--- src/rtl/blcs_pkg.sv ---
`timescale 1ns / 1ps

package blcs_pkg;

  // Fixed field widths
  localparam int ADDR_W      = 9;
  localparam int STORE_DEPTH = 512;
  localparam int COLOR_W     = 8;
  localparam int PERIOD_W    = 23;
  localparam int MINP_W      = 16;
  localparam int FPT_W       = 12;
  localparam int REFRESH_W   = 13;
  localparam int LAYER_W     = 3;
  localparam int BIT_W       = 3;
  localparam int CFG_IDX_W   = 2;
  localparam int CFG_DATA_W  = 16;

  // Parameter defaults
  localparam int CUBE_SIZE_DEF = 8;
  localparam int BAM_BITS_DEF  = 8;

  localparam logic [MINP_W-1:0] MIN_PERIOD_RST = 16'd1;
  localparam logic [FPT_W-1:0]  FPT_RST        = 12'd0;

  typedef enum logic [0:0] {
    OP_WRITE = 1'b0,
    OP_SLOT  = 1'b1
  } op_e;

  typedef enum logic [CFG_IDX_W-1:0] {
    CFG_MIN_PERIOD      = 2'd0,
    CFG_FRAMES_PER_TICK = 2'd1
  } cfg_idx_e;

  typedef enum logic [1:0] {
    ST_CLEAR,
    ST_IDLE,
    ST_SCAN
  } state_e;

  typedef struct packed {
    logic clr_en;
    logic store_wr;
    logic slot_begin;
    logic scan_en;
  } ctrl_cmd_t;

  typedef struct packed {
    logic clr_last;
    logic issue_last;
  } ctrl_sts_t;

endpackage

--- src/rtl/blcs_ctrl.sv ---
`timescale 1ns / 1ps

module blcs_ctrl (
  input  logic                  clk_i,
  input  logic                  rst_ni,
  input  logic                  in_valid_i,
  input  logic                  op_i,
  output logic                  in_stall_o,
  input  blcs_pkg::ctrl_sts_t   sts_i,
  output blcs_pkg::ctrl_cmd_t   cmd_o
);

  blcs_pkg::state_e state_q, state_d;

  always_ff @(posedge clk_i or negedge rst_ni) begin
    if (!rst_ni) begin
      state_q <= blcs_pkg::ST_CLEAR;
    end else begin
      state_q <= state_d;
    end
  end

  always_comb begin
    state_d    = state_q;
    cmd_o      = '0;
    in_stall_o = 1'b1;
    unique case (state_q)
      blcs_pkg::ST_CLEAR: begin
        cmd_o.clr_en = 1'b1;
        if (sts_i.clr_last) begin
          state_d = blcs_pkg::ST_IDLE;
        end
      end
      blcs_pkg::ST_IDLE: begin
        in_stall_o = 1'b0;
        if (in_valid_i) begin
          if (blcs_pkg::op_e'(op_i) == blcs_pkg::OP_SLOT) begin
            cmd_o.slot_begin = 1'b1;
            state_d          = blcs_pkg::ST_SCAN;
          end else begin
            cmd_o.store_wr = 1'b1;
          end
        end
      end
      blcs_pkg::ST_SCAN: begin
        cmd_o.scan_en = 1'b1;
        // drop back once the final voxel read is issued
        if (sts_i.issue_last) begin
          state_d = blcs_pkg::ST_IDLE;
        end
      end
      default: begin
        state_d = blcs_pkg::ST_IDLE;
      end
    endcase
  end

endmodule

--- config.mk ---
export PLATFORM = sky130hd
export DESIGN_NAME = blcs_ctrl
export DESIGN_NICKNAME = d
export VERILOG_FILES = /design/src/rtl/blcs_pkg.sv /design/src/rtl/blcs_ctrl.sv
export SDC_FILE = /design/constraint.sdc
export NUM_CORES = 1
export LEC_CHECK = 0
export ABC_AREA = 1
export BUFFER_PORTS_ARGS = -buffer_cell sky130_fd_sc_hd__buf_2
export CAP_MARGIN = 20
export CORE_AREA = 2 2 39 41
export DETAILED_ROUTE_END_ITERATION = 8
export DIE_AREA = 0 0 41 43
export PLACE_DENSITY = 0.3
export REMOVE_ABC_BUFFERS = 1
export SYNTH_ARGS = -nofsm -noshare
export SYNTH_HDL_FRONTEND = slang
export SYNTH_SLANG_ARGS = --single-unit
--- constraint.sdc ---
create_clock -name clk_i -period 1.68 [get_ports clk_i]
set_clock_uncertainty 0.2 [all_clocks]
set_input_delay 0.084 -clock clk_i [delete_from_list [all_inputs] [get_ports clk_i]]
set_output_delay 0.084 -clock clk_i [all_outputs]
set_load 0.03 [all_outputs]
==> metrics.md <==
| Metric | Value |
|---|---|
| Fmax | 0.656 GHz |
| Worst-Margin Slew | 0.155 ns |
| Initial Util | 0.0940 |
| Min-delay worst type | in -> reg |
| Max Cap Viol | 0 |
| Most frequent cells in the layout | buf_2 (10), dlygate4sd3_1 (5), nand2_1 (3), inv_2 (3), clkbuf_4 (3) |
| Crit share post-route | 0.907 |
| Post-route ant nets | 0 |
| Post-synthesis cell count | 17 |
| Dpl ws | 0.503 ns |
| Leading area contributor after synthesis | dfrtp_1 |
| Post-DP HPWL | 241 µm |
| First-pass GRT wire length | 579 µm |
| Port-buffer cells | 10 |
| Routability cong. | 0.654 |
| Total chip power | 0.277 mW |
| Postcts setup bufs | 0 |
| Clk pin slew, worst setup/hold paths | 0.03 ns |
| Pins Over Slew Limit | 0 |
| Final min period | 1.52 ns |
| Synthesized area | 130 µm² |
| Area grow syn2layout | 110% |
| Syn Area/Cell | 7.65 µm² |
| Top reg by flops | state_q |
| Layout Utilization | 0.197 |
| Yosys top cell area share | 0.385 |
| N_diodes | 0 |
| Seq/Total Area, Yosys | 0.385 |
| Design area | 273 µm² |
| DR iter-0 viols | 0 |
| Grt ovf | 0 |
| Post-route setup slack | 0.157 ns |
| Router iterations before antenna repair | 1 |
| Final Hold Vio Count | 0 |
| Slew margin rel. | 0.897 |
| Vias per inst | 3.14 |
| DRC Markers | 0 |
| Area contributors post-synth | dfrtp_1 (38%), nor3b_2 (9.6%), inv_2 (8.7%), nand2_1 (8.7%), nor2_4 (8.7%) |
| Vias | 160 |
| LEAKAGE | 0.151 nW |
| Vias in the first global route | 172 |
| Proportion of layout cells with a drive suffix above 1 | 0.571 |
| CP Data Required Time | 1.58 ns |
| Flip-flop count of the largest register after layout | 2 |
| Die width | 41 µm |
| CTS tree | done |
| Core region area | 0.00138 mm² |
| Clk Tree Root Cell | clkbuf_4 |
| Most common cell after layout, fill and taps aside | buf_2 |
| I/O pin cnt | 11 |
| Clock Tree Buf Depth | 2 |
| Distinct cells, synth | 11 |
| Drt wl/cell | 6.51 µm |
| Worst setup SP type | primary input |
| Total GRT Usage | 0.0572 |
| Clk_lat worst skew | 0.22 ns |
| Status | completed |
| PD cells | 1020 mW/mm² |
| Area after DPL | 200 µm² |
| Final Setup Violations | 0 |
| Synth Register Bits | 2 |
| Largest regs | state_q x2 |
| RSZ-0062 raised after global routing | false |
| CP max FO | 2 |
| Arrival time worst endpoint | 1.43 ns |
| Die area | 0.00176 mm² |
| CTS Sinks | 2 |
| Setup CP Type | in -> reg |
| Detailed Route WL | 332 µm |
| VDD IR-drop max | 0.214 mV |
| H-tree depth | 1 |
| Sum of negative setup slack | 0 ns |
| Final net count | 43 |
| Post-cts resize count | 0 |
| Die Span Y | 43 µm |
| Maximum number of pins on one net before global-route repair | 5 |
| Yosys warns | 0 |
| Initial antenna violation count | 0 |
| Crit end category | register |
| Cell row count | 14 |
| TritonCTS Buffers | 3 |
-- logic make-up after synthesis --
kind of cell	after synthesis	synth area share
compound gates	1	0.0384
flops	2	0.385
buf+inv	4	0.115
simple gates	10	0.462
-- worst paths after layout --
kind / endpoint / slack [ns] / cells after the start / from
worst min-delay path: state_q[0]$_DFFE_PN0P_ / 0.05 / 4 / in_valid_i
worst max-delay path: state_q[1]$_DFFE_PN0P_ / 0.16 / 6 / sts_i[0]
worst max register to register: state_q[1]$_DFFE_PN0P_ / 0.21 / 3 / state_q[0]$_DFFE_PN0P_
worst min register to register: state_q[0]$_DFFE_PN0P_ / 0.43 / 3 / state_q[1]$_DFFE_PN0P_
min in group asynchronous: state_q[1]$_DFFE_PN0P_ / 0.51 / 3 / rst_ni
max in group asynchronous: state_q[0]$_DFFE_PN0P_ / 0.65 / 3 / rst_ni
-- per-layer routing --
layer,wire length (µm),up-vias,global-route usage
li1,-,88,-
met1,160,63,0.0547
met2,132,9,0.0688
met3,38,0,0.0314
met4,0,0,0.0800
met5,0,-,0
-- power breakdown --
part	total [mW]	internal, mW	switching, mW
Combinational	0.107	0.0384	0.0687
Clock	0.106	0.0788	0.0273
Sequential	0.0639	0.0562	0.00765
Total	0.277	0.173	0.104
-- layout make-up --
type / count / area [µm²]
Inverter: 4 / 15.0
Timing Repair Buffer: 15 / 100
Multi-Input combinational cell: 11 / 65.1
Tap cell: 16 / 20.0
Sequential cell: 2 / 50.0
Fill cell: 161 / 1110
Clock buffer: 3 / 22.5
-- critical path, stage by stage --
cell,delay [ns]
dlygate4sd3_1,0.52
buf_2,0.10
inv_2,0.03
nand3_1,0.08
o21ai_1,0.06
dlygate4sd3_1,0.54
-- synthesized netlist by cell type, drive strengths merged --
cell   instances
nand2          4
inv            4
nand3          1
o21ai          1
nor2           4
dfrtp          2
nor3b          1
-- timing repair --
action | CTS | global route
hold endpoints to repair | 4 | 0
hold buffers | 5 | 0
setup endpoints to repair | 0 | 0
-- metrics by stage --
step | hold WS [ns] | std cells
after floorplan | -0.412 | 17
after global placement | -0.332 | 43
after detailed placement | -0.331 | 43
after CTS | 0.0397 | 51
after global routing | 0.0844 | 51
final | 0.0464 | 51
Power figures use the tool's default switching activity.
